--- config.mk ---
export PLATFORM = sky130hd
export DESIGN_NAME = sata_dma_command_builder_flat
export DESIGN_NICKNAME = d
export VERILOG_FILES = /design/src/sdcb_pkg.sv /design/src/sdcb_if.sv /design/src/sdcb_ctrl.sv /design/src/sdcb_datapath.sv /design/src/sata_dma_command_builder.sv /design/src/flat_wrapper.sv
export SDC_FILE = /design/constraint.sdc
export NUM_CORES = 1
export LEC_CHECK = 0
export ABC_AREA = 1
export BUFFER_PORTS_ARGS = -buffer_cell sky130_fd_sc_hd__buf_2
export CAP_MARGIN = 20
export CORE_ASPECT_RATIO = 2
export CORE_UTILIZATION = 54
export DETAILED_ROUTE_END_ITERATION = 16
export PLACE_DENSITY = 0.82
export SYNTH_ARGS = -nofsm -noshare
export SYNTH_HDL_FRONTEND = slang
export SYNTH_SLANG_ARGS = --single-unit
--- constraint.sdc ---
create_clock -name clk_i -period 12.4 [get_ports clk_i]
set_input_delay 0.62 -clock clk_i [delete_from_list [all_inputs] [get_ports clk_i]]
set_output_delay 0.62 -clock clk_i [all_outputs]
set_load 0.1 [all_outputs]
--- src/sdcb_pkg.sv ---
// Shared types, codes and constants of the SATA DMA command builder.
package sdcb_pkg;

  // Default sizes of the command table and the slot range.
  localparam int unsigned MaxEntriesDefault      = 8;
  localparam int unsigned SectorsPerEntryDefault = 16;
  localparam int unsigned SlotCountDefault       = 32;

  // Bytes in one sector and the reset value of the slot limit.
  localparam int unsigned SectorBytes     = 512;
  localparam logic [5:0]  SlotsInUseReset = 6'd32;

  // ATA opcodes placed in the host-to-device FIS.
  localparam logic [7:0] OpReadDmaExt  = 8'h25;
  localparam logic [7:0] OpWriteDmaExt = 8'h35;

  // Result kinds.
  typedef enum logic [1:0] {
    KIND_ENTRY     = 2'd0,
    KIND_COMMAND   = 2'd1,
    KIND_NO_SLOT   = 2'd2,
    KIND_BAD_COUNT = 2'd3
  } kind_e;

  // Commands from the controller to the datapath.
  typedef struct packed {
    logic  capture;
    logic  search;
    logic  split;
    logic  load;
    kind_e load_kind;
  } sdcb_ctrl_t;

  // Status from the datapath to the controller.
  typedef struct packed {
    logic slot_found;
    logic count_bad;
    logic entries_done;
  } sdcb_status_t;

  // One result as held in the output register.
  typedef struct packed {
    kind_e        kind;
    logic [4:0]   slot;
    logic [63:0]  entry_address;
    logic [12:0]  entry_bytes_less_one;
    logic [3:0]   entry_total;
    logic [7:0]   ata_opcode;
    logic [47:0]  fis_block;
    logic [15:0]  fis_count;
    logic         direction_write;
    logic         last;
  } sdcb_res_t;

endpackage

--- src/sdcb_if.sv ---
// Request and result channel interfaces of the SATA DMA command builder.
interface sdcb_req_if;
  logic        valid;
  logic        ready;
  logic        command;
  logic [47:0] start_block;
  logic [15:0] sector_count;
  logic [63:0] buffer_address;
  logic [31:0] busy_slots;

  modport source (output valid, command, start_block, sector_count, buffer_address,
                  busy_slots, input ready);
  modport sink (input valid, command, start_block, sector_count, buffer_address,
                busy_slots, output ready);
endinterface

interface sdcb_res_if;
  logic        valid;
  logic        ready;
  logic [1:0]  kind;
  logic [4:0]  slot;
  logic [63:0] entry_address;
  logic [12:0] entry_bytes_less_one;
  logic [3:0]  entry_total;
  logic [7:0]  ata_opcode;
  logic [47:0] fis_block;
  logic [15:0] fis_count;
  logic        direction_write;
  logic        last;

  modport source (output valid, kind, slot, entry_address, entry_bytes_less_one,
                  entry_total, ata_opcode, fis_block, fis_count, direction_write, last,
                  input ready);
  modport sink (input valid, kind, slot, entry_address, entry_bytes_less_one,
                entry_total, ata_opcode, fis_block, fis_count, direction_write, last,
                output ready);
endinterface

--- src/sdcb_ctrl.sv ---
// Controller state machine: sequences capture, slot search, split and result output.
module sdcb_ctrl import sdcb_pkg::*; (
  input  logic         clk_i,
  input  logic         rst_ni,
  input  logic         req_valid_i,
  output logic         req_ready_o,
  input  logic         res_ready_i,
  output logic         res_valid_o,
  input  sdcb_status_t status_i,
  output sdcb_ctrl_t   ctrl_o
);

  typedef enum logic [1:0] {
    ST_IDLE,
    ST_SEARCH,
    ST_SPLIT,
    ST_EMIT
  } state_e;

  state_e state_q, state_d;
  logic   out_valid_q, out_valid_d;
  logic   out_free;

  // The output register can take a new result when empty or being drained.
  assign out_free    = !out_valid_q || res_ready_i;
  assign req_ready_o = (state_q == ST_IDLE);
  assign res_valid_o = out_valid_q;

  // Next state and commands to the datapath.
  always_comb begin
    state_d          = state_q;
    out_valid_d      = out_valid_q && !res_ready_i;
    ctrl_o           = '0;
    ctrl_o.load_kind = KIND_ENTRY;
    unique case (state_q)
      ST_IDLE: begin
        if (req_valid_i) begin
          ctrl_o.capture = 1'b1;
          state_d        = ST_SEARCH;
        end
      end
      ST_SEARCH: begin
        ctrl_o.search = 1'b1;
        state_d       = ST_SPLIT;
      end
      ST_SPLIT: begin
        ctrl_o.split = 1'b1;
        state_d      = ST_EMIT;
      end
      ST_EMIT: begin
        if (out_free) begin
          ctrl_o.load = 1'b1;
          out_valid_d = 1'b1;
          if (!status_i.slot_found) begin
            ctrl_o.load_kind = KIND_NO_SLOT;
            state_d          = ST_IDLE;
          end else if (status_i.count_bad) begin
            ctrl_o.load_kind = KIND_BAD_COUNT;
            state_d          = ST_IDLE;
          end else if (!status_i.entries_done) begin
            ctrl_o.load_kind = KIND_ENTRY;
          end else begin
            ctrl_o.load_kind = KIND_COMMAND;
            state_d          = ST_IDLE;
          end
        end
      end
      default: state_d = ST_IDLE;
    endcase
  end

  // State and the output valid flag.
  always_ff @(posedge clk_i or negedge rst_ni) begin
    if (!rst_ni) begin
      state_q     <= ST_IDLE;
      out_valid_q <= 1'b0;
    end else begin
      state_q     <= state_d;
      out_valid_q <= out_valid_d;
    end
  end

endmodule

--- src/sdcb_datapath.sv ---
// Datapath: request registers, slot search, entry split and the output register.
module sdcb_datapath import sdcb_pkg::*; #(
  parameter int unsigned MAX_ENTRIES       = MaxEntriesDefault,
  parameter int unsigned SECTORS_PER_ENTRY = SectorsPerEntryDefault,
  parameter int unsigned SLOT_COUNT        = SlotCountDefault
) (
  input  logic         clk_i,
  input  logic         rst_ni,
  input  logic         cfg_wr_en_i,
  input  logic [5:0]   cfg_wr_data_i,
  input  logic         command_i,
  input  logic [47:0]  start_block_i,
  input  logic [15:0]  sector_count_i,
  input  logic [63:0]  buffer_address_i,
  input  logic [31:0]  busy_slots_i,
  input  sdcb_ctrl_t   ctrl_i,
  output sdcb_status_t status_o,
  output sdcb_res_t    res_o
);

  localparam int unsigned NW = $clog2(MAX_ENTRIES + 1);
  localparam int unsigned RW = (SECTORS_PER_ENTRY > 1) ? $clog2(SECTORS_PER_ENTRY) : 1;
  // Reciprocal of the sectors per entry, exact for any 16-bit dividend.
  localparam logic [24:0] Recip = 25'((2**24 + SECTORS_PER_ENTRY - 1) / SECTORS_PER_ENTRY);
  localparam logic [16:0] MaxSectors = 17'(MAX_ENTRIES * SECTORS_PER_ENTRY);
  localparam logic [15:0] Spe16 = 16'(SECTORS_PER_ENTRY);
  localparam logic [12:0] FullBytes = 13'((SECTORS_PER_ENTRY * SectorBytes - 1) % 8192);
  localparam logic [63:0] StepBytes = 64'(SECTORS_PER_ENTRY * SectorBytes);
  localparam logic [5:0]  SlotLimit = 6'(SLOT_COUNT);

  logic [5:0]    slots_in_use_q;
  logic          cmd_q;
  logic [47:0]   blk_q;
  logic [15:0]   cnt_q;
  logic [63:0]   addr_q;
  logic [31:0]   busy_q;
  logic          found_q;
  logic          bad_q;
  logic [4:0]    slot_q;
  logic [15:0]   quot_q;
  logic [NW-1:0] n_q;
  logic [RW-1:0] rem_q;
  logic [NW-1:0] idx_q;
  sdcb_res_t     res_q;
  sdcb_res_t     res_d;

  logic [5:0]    limit;
  logic          found;
  logic [4:0]    slot;
  logic [15:0]   cnt_less_one;
  logic [40:0]   product;
  logic [15:0]   rem_full;
  logic [RW+8:0] last_bytes_wide;
  logic [12:0]   entry_bytes;
  logic          final_entry;

  assign status_o.slot_found   = found_q;
  assign status_o.count_bad    = bad_q;
  assign status_o.entries_done = (idx_q == n_q);
  assign res_o                 = res_q;

  // Lowest free slot below the configured limit.
  always_comb begin
    limit = (slots_in_use_q > SlotLimit) ? SlotLimit : slots_in_use_q;
    found = 1'b0;
    slot  = '0;
    for (int i = SLOT_COUNT - 1; i >= 0; i--) begin
      if ((6'(i) < limit) && !busy_q[i]) begin
        found = 1'b1;
        slot  = 5'(i);
      end
    end
  end

  // Entry count: quotient by reciprocal multiply, remainder from the quotient.
  assign cnt_less_one = cnt_q - 16'd1;
  assign product      = cnt_less_one * Recip;
  assign rem_full     = cnt_less_one - 16'(quot_q * Spe16);

  // Byte count of the current entry; the last one holds the remainder.
  assign final_entry     = (NW'(idx_q + 1'b1) == n_q);
  assign last_bytes_wide = {rem_q, 9'h1ff};
  assign entry_bytes     = final_entry ? 13'(last_bytes_wide) : FullBytes;

  // Configuration register and entry counter.
  always_ff @(posedge clk_i or negedge rst_ni) begin
    if (!rst_ni) begin
      slots_in_use_q <= SlotsInUseReset;
      idx_q          <= '0;
    end else begin
      if (cfg_wr_en_i) begin
        slots_in_use_q <= cfg_wr_data_i;
      end
      if (ctrl_i.capture) begin
        idx_q <= '0;
      end else if (ctrl_i.load && ctrl_i.load_kind == KIND_ENTRY) begin
        idx_q <= NW'(idx_q + 1'b1);
      end
    end
  end

  // Request capture, search and split results, running address.
  always_ff @(posedge clk_i) begin
    if (ctrl_i.capture) begin
      cmd_q  <= command_i;
      blk_q  <= start_block_i;
      cnt_q  <= sector_count_i;
      addr_q <= buffer_address_i;
      busy_q <= busy_slots_i;
    end else if (ctrl_i.load && ctrl_i.load_kind == KIND_ENTRY) begin
      addr_q <= addr_q + StepBytes;
    end
    if (ctrl_i.search) begin
      found_q <= found;
      slot_q  <= slot;
      bad_q   <= (cnt_q == 16'd0) || (17'(cnt_q) > MaxSectors);
      quot_q  <= product[39:24];
    end
    if (ctrl_i.split) begin
      n_q   <= NW'(quot_q + 16'd1);
      rem_q <= RW'(rem_full);
    end
  end

  // Next result: fields that the kind does not use stay zero.
  always_comb begin
    res_d      = '0;
    res_d.kind = ctrl_i.load_kind;
    case (ctrl_i.load_kind)
      KIND_ENTRY: begin
        res_d.slot                 = slot_q;
        res_d.entry_address        = addr_q;
        res_d.entry_bytes_less_one = entry_bytes;
        res_d.entry_total          = 4'(n_q);
      end
      KIND_COMMAND: begin
        res_d.slot            = slot_q;
        res_d.entry_total     = 4'(n_q);
        res_d.ata_opcode      = cmd_q ? OpWriteDmaExt : OpReadDmaExt;
        res_d.fis_block       = blk_q;
        res_d.fis_count       = cnt_q;
        res_d.direction_write = cmd_q;
        res_d.last            = 1'b1;
      end
      default: begin
        res_d.last = 1'b1;
      end
    endcase
  end

  // Output register.
  always_ff @(posedge clk_i) begin
    if (ctrl_i.load) begin
      res_q <= res_d;
    end
  end

endmodule

--- src/sata_dma_command_builder.sv ---
// Top level of the SATA DMA command builder: controller, datapath and channel wiring.
//
//   channel   direction  handshake          payload
//   req_i     in         valid/ready        command, start_block, sector_count,
//                                           buffer_address, busy_slots
//   res_o     out        valid/ready        kind, slot, entry_address, ... last
//   cfg       in         cfg_wr_en_i        cfg_wr_data_i (slots_in_use)
//
// A request is taken in the idle state, then the slot search and entry split states
// follow; results leave one per cycle through the output register unless stalled.
// A stalled result holds in the output register and pauses the sequencer.
// Reset clears the sequencer and sets the slot limit to 32.
module sata_dma_command_builder import sdcb_pkg::*; #(
  parameter int unsigned MAX_ENTRIES       = MaxEntriesDefault,
  parameter int unsigned SECTORS_PER_ENTRY = SectorsPerEntryDefault,
  parameter int unsigned SLOT_COUNT        = SlotCountDefault
) (
  input  logic       clk_i,
  input  logic       rst_ni,
  input  logic       cfg_wr_en_i,
  input  logic [5:0] cfg_wr_data_i,
  sdcb_req_if.sink   req_i,
  sdcb_res_if.source res_o
);

  sdcb_ctrl_t   ctrl;
  sdcb_status_t status;
  sdcb_res_t    res;

  // Sequencer.
  sdcb_ctrl u_ctrl (
    .clk_i       (clk_i),
    .rst_ni      (rst_ni),
    .req_valid_i (req_i.valid),
    .req_ready_o (req_i.ready),
    .res_ready_i (res_o.ready),
    .res_valid_o (res_o.valid),
    .status_i    (status),
    .ctrl_o      (ctrl)
  );

  // Datapath.
  sdcb_datapath #(
    .MAX_ENTRIES       (MAX_ENTRIES),
    .SECTORS_PER_ENTRY (SECTORS_PER_ENTRY),
    .SLOT_COUNT        (SLOT_COUNT)
  ) u_datapath (
    .clk_i            (clk_i),
    .rst_ni           (rst_ni),
    .cfg_wr_en_i      (cfg_wr_en_i),
    .cfg_wr_data_i    (cfg_wr_data_i),
    .command_i        (req_i.command),
    .start_block_i    (req_i.start_block),
    .sector_count_i   (req_i.sector_count),
    .buffer_address_i (req_i.buffer_address),
    .busy_slots_i     (req_i.busy_slots),
    .ctrl_i           (ctrl),
    .status_o         (status),
    .res_o            (res)
  );

  // Result payload onto the channel.
  assign res_o.kind                 = res.kind;
  assign res_o.slot                 = res.slot;
  assign res_o.entry_address        = res.entry_address;
  assign res_o.entry_bytes_less_one = res.entry_bytes_less_one;
  assign res_o.entry_total          = res.entry_total;
  assign res_o.ata_opcode           = res.ata_opcode;
  assign res_o.fis_block            = res.fis_block;
  assign res_o.fis_count            = res.fis_count;
  assign res_o.direction_write      = res.direction_write;
  assign res_o.last                 = res.last;

endmodule

--- src/flat_wrapper.sv ---
// flat-port wrapper written by rule: the top's interface ports become plain ports
module sata_dma_command_builder_flat import sdcb_pkg::*;
#(
  parameter int unsigned MAX_ENTRIES       = MaxEntriesDefault,
  parameter int unsigned SECTORS_PER_ENTRY = SectorsPerEntryDefault,
  parameter int unsigned SLOT_COUNT        = SlotCountDefault
)
  (clk_i, rst_ni, cfg_wr_en_i, cfg_wr_data_i, req_i_valid, req_i_command, req_i_start_block, req_i_sector_count, req_i_buffer_address, req_i_busy_slots, req_i_ready, res_o_valid, res_o_kind, res_o_slot, res_o_entry_address, res_o_entry_bytes_less_one, res_o_entry_total, res_o_ata_opcode, res_o_fis_block, res_o_fis_count, res_o_direction_write, res_o_last, res_o_ready);
  sdcb_req_if req_i_i ();
  sdcb_res_if res_o_i ();
  input  logic clk_i;
  input  logic rst_ni;
  input  logic cfg_wr_en_i;
  input  logic [5:0] cfg_wr_data_i;
  input wire logic [$bits(req_i_i.valid)-1:0] req_i_valid;
  input wire logic [$bits(req_i_i.command)-1:0] req_i_command;
  input wire logic [$bits(req_i_i.start_block)-1:0] req_i_start_block;
  input wire logic [$bits(req_i_i.sector_count)-1:0] req_i_sector_count;
  input wire logic [$bits(req_i_i.buffer_address)-1:0] req_i_buffer_address;
  input wire logic [$bits(req_i_i.busy_slots)-1:0] req_i_busy_slots;
  output wire logic [$bits(req_i_i.ready)-1:0] req_i_ready;
  output wire logic [$bits(res_o_i.valid)-1:0] res_o_valid;
  output wire logic [$bits(res_o_i.kind)-1:0] res_o_kind;
  output wire logic [$bits(res_o_i.slot)-1:0] res_o_slot;
  output wire logic [$bits(res_o_i.entry_address)-1:0] res_o_entry_address;
  output wire logic [$bits(res_o_i.entry_bytes_less_one)-1:0] res_o_entry_bytes_less_one;
  output wire logic [$bits(res_o_i.entry_total)-1:0] res_o_entry_total;
  output wire logic [$bits(res_o_i.ata_opcode)-1:0] res_o_ata_opcode;
  output wire logic [$bits(res_o_i.fis_block)-1:0] res_o_fis_block;
  output wire logic [$bits(res_o_i.fis_count)-1:0] res_o_fis_count;
  output wire logic [$bits(res_o_i.direction_write)-1:0] res_o_direction_write;
  output wire logic [$bits(res_o_i.last)-1:0] res_o_last;
  input wire logic [$bits(res_o_i.ready)-1:0] res_o_ready;
  assign req_i_i.valid = req_i_valid;
  assign req_i_i.command = req_i_command;
  assign req_i_i.start_block = req_i_start_block;
  assign req_i_i.sector_count = req_i_sector_count;
  assign req_i_i.buffer_address = req_i_buffer_address;
  assign req_i_i.busy_slots = req_i_busy_slots;
  assign req_i_ready = req_i_i.ready;
  assign res_o_valid = res_o_i.valid;
  assign res_o_kind = res_o_i.kind;
  assign res_o_slot = res_o_i.slot;
  assign res_o_entry_address = res_o_i.entry_address;
  assign res_o_entry_bytes_less_one = res_o_i.entry_bytes_less_one;
  assign res_o_entry_total = res_o_i.entry_total;
  assign res_o_ata_opcode = res_o_i.ata_opcode;
  assign res_o_fis_block = res_o_i.fis_block;
  assign res_o_fis_count = res_o_i.fis_count;
  assign res_o_direction_write = res_o_i.direction_write;
  assign res_o_last = res_o_i.last;
  assign res_o_i.ready = res_o_ready;
  sata_dma_command_builder #(.MAX_ENTRIES(MAX_ENTRIES), .SECTORS_PER_ENTRY(SECTORS_PER_ENTRY), .SLOT_COUNT(SLOT_COUNT)) u_core (.clk_i(clk_i), .rst_ni(rst_ni), .cfg_wr_en_i(cfg_wr_en_i), .cfg_wr_data_i(cfg_wr_data_i), .req_i(req_i_i), .res_o(res_o_i));
endmodule
==> After elaboration in Yosys (flattened, before gate mapping) <==
Cells that the tools add are included.
{ "word_totals": {"wordCells": 215, "reg_bits": 355} }
{ "op_classes": {"eq_ne": 9, "n_mux": 57, "magnitude_cmp": 34, "n_reduce_logical": 81, "n_addsub": 5} }
{ "ops": {"columns": ["op", "n"], "rows": [
  ["$mux 64", 2],
  ["$lt 5x6->1 const A", 16],
  ["$mux 5", 17],
  ["$add 64x14->64 const B", 1],
  ["$lt 4x6->1 const A", 8],
  ["$mux 4", 10],
  ["$logic_and 1x1->1", 34],
  ["$logic_not 1->1", 34],
  ["$reduce_or 31->1", 1],
  ["$lt 3x6->1 const A", 4],
  ["$mux 2", 9],
  ["$mux 3", 6],
  ["$gt 16x8->1 const B", 1],
  ["$logic_not 16->1", 1],
  ["$reduce_or 16->1", 1],
  ["$mux 13", 1],
  ["$lt 1x6->1 const A", 2],
  ["$lt 2x6->1 const A", 2],
  ["$mux 1", 10],
  ["$add 4x1->4 const B", 2],
  ["$eq 4x4->1", 2],
  ["$pmux 2 s4", 1],
  ["$reduce_or 8->1", 1],
  ["$sub 8x1->8 const B", 1],
  ["13 further kinds", 19]
]} }

==> Longest topological paths before layout <==
Gate-level depths: netlist of run 1.
{ "logic_depth": {"depth_word": 35, "depth_mapped": 34, "depth_no_buf": 34} }

==> Cells and area by module <==
A second synthesis of run 1 with hierarchy kept.
{ "unflattened": {"hier_cells": 1344, "hier_area_um2": 14737.9} }
{ "modules_own_cells": {"columns": ["module", "instances", "cells_each", "area_each_um2", "seq_area_each_um2"], "rows": [
  ["sdcb_datapath", 1, 1306, 14477.6, 10070.9],
  ["sdcb_ctrl", 1, 38, 260.2, 75.1]
]} }

==> Worst setup path after synthesis of run 1 <==
Ideal clock, no wire load.
{ "synth_path": {"path_type": "register to register", "start": "register u_core.u_ctrl.out_valid_q, in the netlist u_core.u_ctrl.res_valid_o", "end": "register u_core.u_datapath.addr_q[13] (enable)", "stages_incl_launch_ff": 9, "slack_ps": 1671, "t_required_ps": 11791, "path_buffers": 0, "arrival_ps": 10119, "cell_sequence": "dfrtp_1 inv_1 nor2_1 nor2_1 nand2_1 inv_1 nor2_1 nand2_1 nand2_1"} }
{ "synth_rtl": {"columns": ["element", "line", "source"], "rows": [
  ["from (decl)", "sdcb_ctrl.sv:21", "logic out_valid_q, out_valid_d;"],
  ["from (signal assigned)", "sdcb_ctrl.sv:79", "out_valid_q <= out_valid_d;"],
  ["to (signal assigned)", "sdcb_datapath.sv:108", "addr_q <= buffer_address_i;"],
  ["to (signal assigned)", "sdcb_datapath.sv:111", "addr_q <= addr_q + StepBytes;"],
  ["to (decl)", "sdcb_datapath.sv:35", "logic [63:0] addr_q;"]
]} }

==> Worst setup path after layout of run 1 <==
{ "layout_path": {"start": "register u_core.u_datapath.addr_q[13]", "end": "register u_core.u_datapath.addr_q[41], data pin"} }
{ "layout_via": {"elab_chain_cells": 3} }
{ "layout_lines": {"columns": ["element", "line", "source"], "rows": [
  ["$add 64x14->64", "sdcb_datapath.sv:111", null],
  ["$mux 64", "sdcb_datapath.sv:110", "end else if (ctrl_i.load && ctrl_i.load_kind == KIND_ENTRY) begin"],
  ["$mux 64", "sdcb_datapath.sv:104", "if (ctrl_i.capture) begin"]
]} }
Every way passes these cells. The select of a mux whose other input is x is not followed.
A chain may end at the register's enable or synchronous reset.

==> impl_results.md, run 1 <==
- Status: finished, final reports clean
- Max-slew headroom: 32.3%
- Req. time, crit path: 12.71 ns
- Final hold violations: 0
- Post-route ant nets: 0
- Largest net degree at the start of global routing: 94
- Worst Path Arrival: between 3 and 4 ns
- Starting DRT DRC Count: approximately 800
- CP Class: register to register
- R2r worst-path depth: 16
- Pins Over Slew Limit: 0
- Worst Max-Slew Pin Slew: 1.02 ns
- Post-synthesis xor/xnor area fraction: ~2.8%
- CP Capture Type: register
- CTS tree: done
- Die width: 119 um
- I/O Pins: around 340
- Clk pin slew, worst setup/hold paths: about 0.07 ns
- CP startpoint kind: register
- Postcts setup bufs: 0
- Hpwl dp: roughly 25 mm
- Final worst setup slack: ~9 ns
- Largest family of logic cells by synthesized area: simple AND/OR/NAND/NOR gates
- Htree depth: 1
- CP Launch Point: u_core.u_datapath.addr_q[13]
- Setup crit end: u_core.u_datapath.addr_q[41]
- Initial antenna violation count: 8
- Largest area contributor in the netlist: edfxtp_1
- Yosys cell types: between 40 and 50
- Post-synth EDFFs: about 330
- Worst Hold Class: primary input to register
- Critical Path Fanout Max: 3
- Final setup vio count: 0
- Final period utilization: a little over a quarter
- CTS Sinks: 340
- Area Growth Syn to Fin: 19.4%
- Core area: 26,800 um^2
- Clock buffer depth: 3
- Area contributors post-synth: edfxtp_1 67%, nand2_1 6.1%, inv_1 5.5%
- Nets: approximately 1,800
- Fill cells: 2,084
- PortBufs: 331
- Worst skew pair latency: between 0.5 and 0.6 ns
- Reg-to-reg critical path endpoint: u_core.u_datapath.addr_q[41]
- Mapped Cells: ~1,300
- WL/cell: 16.9 um
- Power per Cell Area: approximately 280 nW/um^2
- Drt first pass iters: 5
- Num CTS Buffers: 28
- LEAKAGE: roughly 7.7 nW
- Die Ht: 235 um
- Post-synth top cells: 327 x edfxtp_1, 240 x nand2_1, 216 x inv_1, 213 x nor2_1, 44 x xor2_1
- Post-Route Setup TNS: 0 ns
- Fin util: approximately two thirds
- Ys Warns: 0
- Gpl congestion: 0.961
- Max cap viols: 0
- Final Critical Period: ~3.4 ns
- Layout cells sized above 1: 25.0%
- Mux contribution to synthesized area: less than 1%
- GRT Util Overall: about a quarter
- Clock Skew: around 0.013 ns
- Die ar.: between 20,000 and 30,000 um^2
- Worst slack at placement: 9.05 ns
- Row cnt: 85
- Yosys top cell area share: 66.8%
- Synth Area in Compound Gates: roughly 3%
- GRT overflow: 0
- Final design area excluding fillers: around 18,000 um^2
- Vias: about 10,000
- Most frequent cell after synthesis: edfxtp_1
- Post-synthesis sequential area ratio: approximately 69%
- First-pass GRT wire length: between 50 and 60 mm
- Reg-to-Reg Start: u_core.u_datapath.addr_q[13]
- Max Clock Freq: between 200 and 300 MHz
- Max rail drop VDD: ~0.18 mV
- FF+latch area: 10,100 um^2
- Reg2reg setup slack: about 9 ns
- Syn_area_per_cell: between 10 and 15 um^2
- Netlist Area Pre-Place: about 15,000 um^2
- Synth Area in Adders: 0.767%
- Area of the multi-input gates: 3490 um^2
- Async set-reset flop share out of synthesis: ~3.8%
- Synth Register Bits: 340
- Vias in the first global route: 10,400
- Residual DRC: 0
- Top FF cell, synth: edfxtp_1
- Initial core utilization: a little over half
- Dpl cell area: around 17,000 um^2
- RSZ-0062 raised after global routing: false
- Drt total wl: ~34 mm
- Post-synthesis simple-gate area fraction: between 15 and 20%
- CTS Root Cell: clkbuf_16
- Vias per cell: between 5 and 6
-- worst max-delay path, cell delays in order (launching register included) --
cell	delay, ns
edfxtp_1	0.38
ha_1	0.18
nand2_1	0.08
nor2_1	0.18
nand3_1	0.16
nor3_2	0.18
nand3_1	0.16
inv_1	0.14
nand4_1	0.17
nor3_2	0.19
nand4_1	0.19
nor4_2	0.31
nand4_1	0.16
nor4_1	0.31
a31oi_1	0.12
o21ai_0	0.12
nand2_1	0.06
-- layout by cell type, fill, tap and decap left out, drive strengths merged, types with 5 or more instances in the layout --
master  synthesis  routed
diode           0       6
nand2         243     243
nand4          11      11
clkinv          1      16
ha              9       9
nor4           23      23
a21oi          19      19
nor3           33      33
xor2           44      44
o31ai           5       5
buf            21     338
nand3          33      33
o21ai          35      35
a31oi           8       8
edfxtp        327     327
clkbuf         23      31
inv           227     228
dfrtp          12      12
nor2          222     222
-- worst min path at each step --
stage,cells after the start,start,slack [ns],endpoint
2_1_floorplan,0,rst_ni,0.32,u_core.u_ctrl.res_valid_o
3_3_place_gp,2,u_core.u_datapath.slot_q[2],0.51,u_core.u_datapath.res_o[157]
3_5_place_dp,2,u_core.u_datapath.slot_q[0],0.50,u_core.u_datapath.res_o[155]
4_1_cts,1,req_i_sector_count[3],0.21,u_core.u_datapath.cnt_q[3]
5_1_grt,1,req_i_busy_slots[26],0.21,u_core.u_datapath.busy_q[26]
6_report,1,req_i_sector_count[3],0.24,u_core.u_datapath.cnt_q[3]
-- where the power goes --
group	total [W]	leakage [nW]	internal, W	switching [W]
clock	0.000860	0.432	0.000466	0.000395
combinational	0.00212	4.01	0.000327	0.00180
sequential	0.00193	3.23	0.00177	0.000152
-- final cells by class --
| class | count | area share [%] |
|---|---|---|
| Tap cell | 348 | 2.48 |
| Inverter | 228 | 4.91 |
| Multi-Input combinational cell | 713 | 19.9 |
| Timing Repair Buffer | 339 | 9.80 |
| Sequential cell | 340 | 57.8 |
| Antenna cell | 6 | 0.0856 |
| Clock inverter | 19 | 0.827 |
| Clock buffer | 31 | 4.18 |
-- repair_timing --
action | 4_1_cts | 5_1_grt
hold endpoints to repair | 12 | 0
gates resized for setup | 0 | 0
hold buffers | 1 | 0
-- layer usage --
metal	vias up	global-route usage (%)	wire (um)
met5	-	0	22
met4	4	16.1	2360
met3	134	3.46	1980
met2	487	45.7	18500
met1	4845	24.6	11300
li1	4978	-	-
-- cell families (layout without fill, tap and decap cells) --
logic type | Yosys count | in the layout
AOI/OAI and AO/OA | 78 | 78
xor gates and xnor gates | 47 | 47
adders and majority gates | 9 | 9
buffers and inverters | 272 | 617
DFF | 340 | 340
muxes | 1 | 1
other | 1 | 10
and+or+nand+nor | 574 | 574
-- state kept, by name, indices dropped and copies added (netlist names), 5 cells and up --
register                          count
u_core.u_datapath.addr_q             64
u_core.u_datapath.slot_q              5
u_core.u_datapath.res_o             147
u_core.u_datapath.slots_in_use_q      6
u_core.u_datapath.busy_q             32
u_core.u_datapath.blk_q              48
u_core.u_datapath.cnt_q              16
-- per-stage QoR --
stage / std cells / hold WS, ns / total power, W
2_1_floorplan: 1325 / 0.324 / 0.00370
3_3_place_gp: 1967 / 0.506 / 0.00402
3_5_place_dp: 1967 / 0.495 / 0.00407
4_1_cts: 2018 / 0.210 / 0.00493
5_1_grt: 2024 / 0.214 / 0.00511
6_report: 2024 / 0.238 / 0.00491
(Power assumes the default switching activity.)
==> run 2: changes to the inputs <==
- clock period: 12.4 -> 3.5 ns (I/O delays scaled with it)
==> run 2 against run 1 <==
The flow now finishes with violations (DRC). Fmax up 9.4%. Worst hold slack worse by 0.21 ns. Combinational power grew to 3.7 times the previous value. Register-to-register slack worse by 8.6 ns. Worst setup slack got worse by 8.6 ns. Highest routed layer is now met4.
==> impl_results.md, run 2 (synthesis gave the netlist of run 1 again) <==
- Status: complete, but fails checks (was finished, final reports clean)
- Failing checks: DRC
- Pins Over Slew Limit: 0 (unchanged)
- Max-slew headroom: 31.2% (was 32.3%)
- Starting DRT DRC Count: 958 (was 802)
- Ant diodes: 0 (was 6)
- Num CTS Buffers: 29 (was 28)
- Worst Hold Class: primary input to async pin (was primary input to register)
- Final hold violations: 0 (unchanged)
- Critical Path Fanout Max: 4 (was 3)
- Vias in the first global route: 11,900 (was 10,400)
- Die ar.: 27,900 um^2 (unchanged)
- Critical Path Most Common Cell: inv_2 (was nand4_1)
- CP Launch Point: u_core.u_datapath.addr_q[14] (was u_core.u_datapath.addr_q[13])
- Nets: 2,015 (was 1,831)
- Fin util: 72.5% (was 65.5%)
- Initial core utilization: 54.8% (unchanged)
- CTS Root Cell: clkbuf_16 (unchanged)
- Met1 Use GR: 30.2% (was 24.6%)
- GRT Util Overall: 30.1% (was 24.4%)
- Final hold slack: 0.0295 ns (was 0.238 ns)
- Final worst setup slack: 0.427 ns (was 9.04 ns)
- WL/cell: 18.9 um (was 16.9 um)
- Vias per cell: 5.24 (was 5.16)
- Dpl cell area: 16,700 um^2 (was 16,600 um^2)
- CP max stage cell: edfxtp_1 (unchanged)
- Residual DRC: 2 (was 0)
- Clock Skew: 0.0101 ns (was 0.0128 ns)
- Worst Path Arrival: 3.37 ns (was 3.67 ns)
- PortBufs: 331 (unchanged)
- Largest net degree at the start of global routing: 97 (was 94)
- Worst Max-Slew Pin Slew: 1.03 ns (was 1.02 ns)
- Power per Cell Area: 926 nW/um^2 (was 280 nW/um^2)
- Max reg flops: 147 (unchanged)
- Worst slack at placement: 0.476 ns (was 9.05 ns)
- Row cnt: 85 (unchanged)
- Commonest non-fill, non-tap cell in the layout: buf_2 (unchanged)
- First-pass GRT wire length: 63.9 mm (was 52.0 mm)
- Hpwl dp: 26.2 mm (was 25.1 mm)
- Layout cells sized above 1: 23.1% (was 25.0%)
- Final period utilization: 87.8% (was 27.1%)
- Global Route met2 Usage: 57.2% (was 45.7%)
- RSZ-0062 raised after global routing: false (unchanged)
- I/O Pins: 336 (unchanged)
- Met3 usage: 4.77% (was 3.46%)
- Vias: 11,500 (was 10,400)
- Gpl congestion: 0.964 (was 0.961)
- GRT overflow: 0 (unchanged)
- Die Ht: 235 um (unchanged)
- Drt first pass iters: 12 (was 5)
- Final setup vio count: 0 (unchanged)
- Final Critical Period: 3.07 ns (was 3.36 ns)
- Clk pin slew, worst setup/hold paths: 0.07 ns (about the same)
- CP startpoint kind: register (unchanged)
- Max cap viols: 0 (unchanged)
- Critical path cell sequence: inv_2, nor3_2, inv_2, nor2_2, inv_2, nor2_4, inv_2, nor2_4, nand2_1, nor3_1, nand3_1, nand3b_1, nor2_1, nand3_1, xor2_1, o21ai_1 (was ha_1, nand2_1, nor2_1, nand3_1, nor3_2, nand3_1, inv_1, nand4_1, nor3_2, nand4_1, nor4_2, nand4_1, nor4_1, a31oi_1, o21ai_0, nand2_1)
- Area Growth Syn to Fin: 32.3% (was 19.4%)
- Req. time, crit path: 3.80 ns (was 12.71 ns)
- Most Crowded Layer GR: met2 (unchanged)
- PostCTS Resize Cnt: 0 (unchanged)
- Die width: 119 um (unchanged)
- CTS Sinks: 340 (unchanged)
- Initial antenna violation count: 1 (was 8)
- LEAKAGE: 8.47 nW (was 7.68 nW)
- CTS tree: done (unchanged)
- Most frequent cells in the layout: 331 x buf_2, 327 x edfxtp_1, 237 x nand2_1, 213 x inv_1, 210 x nor2_1 (was 331 x buf_2, 327 x edfxtp_1, 237 x nand2_1, 215 x inv_1, 212 x nor2_1)
- Final design area excluding fillers: 19,400 um^2 (was 17,500 um^2)
- CP Capture Type: register (unchanged)
- Htree depth: 1 (unchanged)
- Worst skew pair latency: 0.58 ns (was 0.56 ns)
- Post-Route Setup TNS: 0 ns (unchanged)
- Post-route ant nets: 0 (unchanged)
- Reg-to-Reg Start: u_core.u_datapath.addr_q[14] (was u_core.u_datapath.addr_q[13])
- CP Class: register to register (unchanged)
- Clock buffer depth: 3 (unchanged)
- Max Clock Freq: 325 MHz (was 297 MHz)
- Max rail drop VDD: 0.571 mV (was 0.178 mV)
- Drt total wl: 41.7 mm (was 34.2 mm)
- Core area: 26,800 um^2 (unchanged)
- CP max stage delay: 0.37 ns (was 0.38 ns)
## run 2: changes by cell type in the layout (fill, tap and decap cells not counted), moves of 2 or more
cell and delta:
nor2_2 +2, diode_2 -6, buf_4 +4, inv_1 -2, nor2_1 -2, dlygate4sd3_1 +178
clkinv_4 -2, inv_2 +2
## run 2: final cells by class
cell class	count	area [um^2]
multi-input combinational	713	3510
timing repair buffer	522	3550
clock inverter	20	186
clock buffer	32	737
fill	1806	7370
inverter	228	861
sequential	340	10100
tap	348	435
## run 2: repair_timing
action / in CTS / in global routing
hold buffers: 179 / 0
setup endpoints to repair: 0 / 0
hold endpoints to repair: 180 / 0
setup buffers: 0 / 0
## run 2: stage by stage
stage	power, W	instances
after floorplan	0.0131	1325
after global placement	0.0144	1972
after detailed placement	0.0146	1972
final	0.0180	2203
after CTS	0.0179	2203
after global routing	0.0187	2203
## run 2: power by group
group          switching [W]  leakage (nW)  internal [W]
clock                0.00150         0.454       0.00174
combinational        0.00653          4.78       0.00132
sequential          0.000606          3.23       0.00629
## run 2: layer usage
metal  routed length (um)  part of all wire (%)  up-vias
li1                     -                     -     5344
met1                13500                    32     5436
met2                23000                    55      589
met3                 2470                   5.9      165
met4                 2760                   6.6        0
met5                    0                     0        -
## run 2: final timing paths
check	to	slack, ns	cells past startpoint
max reg2reg	u_core.u_datapath.addr_q[62]	0.43	16
max	u_core.u_datapath.addr_q[62]	0.43	16
min	u_core.u_datapath.slots_in_use_q[1]	0.03	2
min in group clk_i	u_core.u_datapath.addr_q[18]	0.04	3
min reg2reg	u_core.u_datapath.res_o[156]	0.54	2
max in group asynchronous	u_core.u_datapath.slots_in_use_q[5]	3.18	2
## run 2: worst max-delay path, delay by kind of cell, from the launching register on
family / cells / cell delay [ns]
simple gates: 10 / 1.97
flops: 1 / 0.37
buf+inv: 4 / 0.24
xor+xnor: 1 / 0.15
compound gates: 1 / 0.07
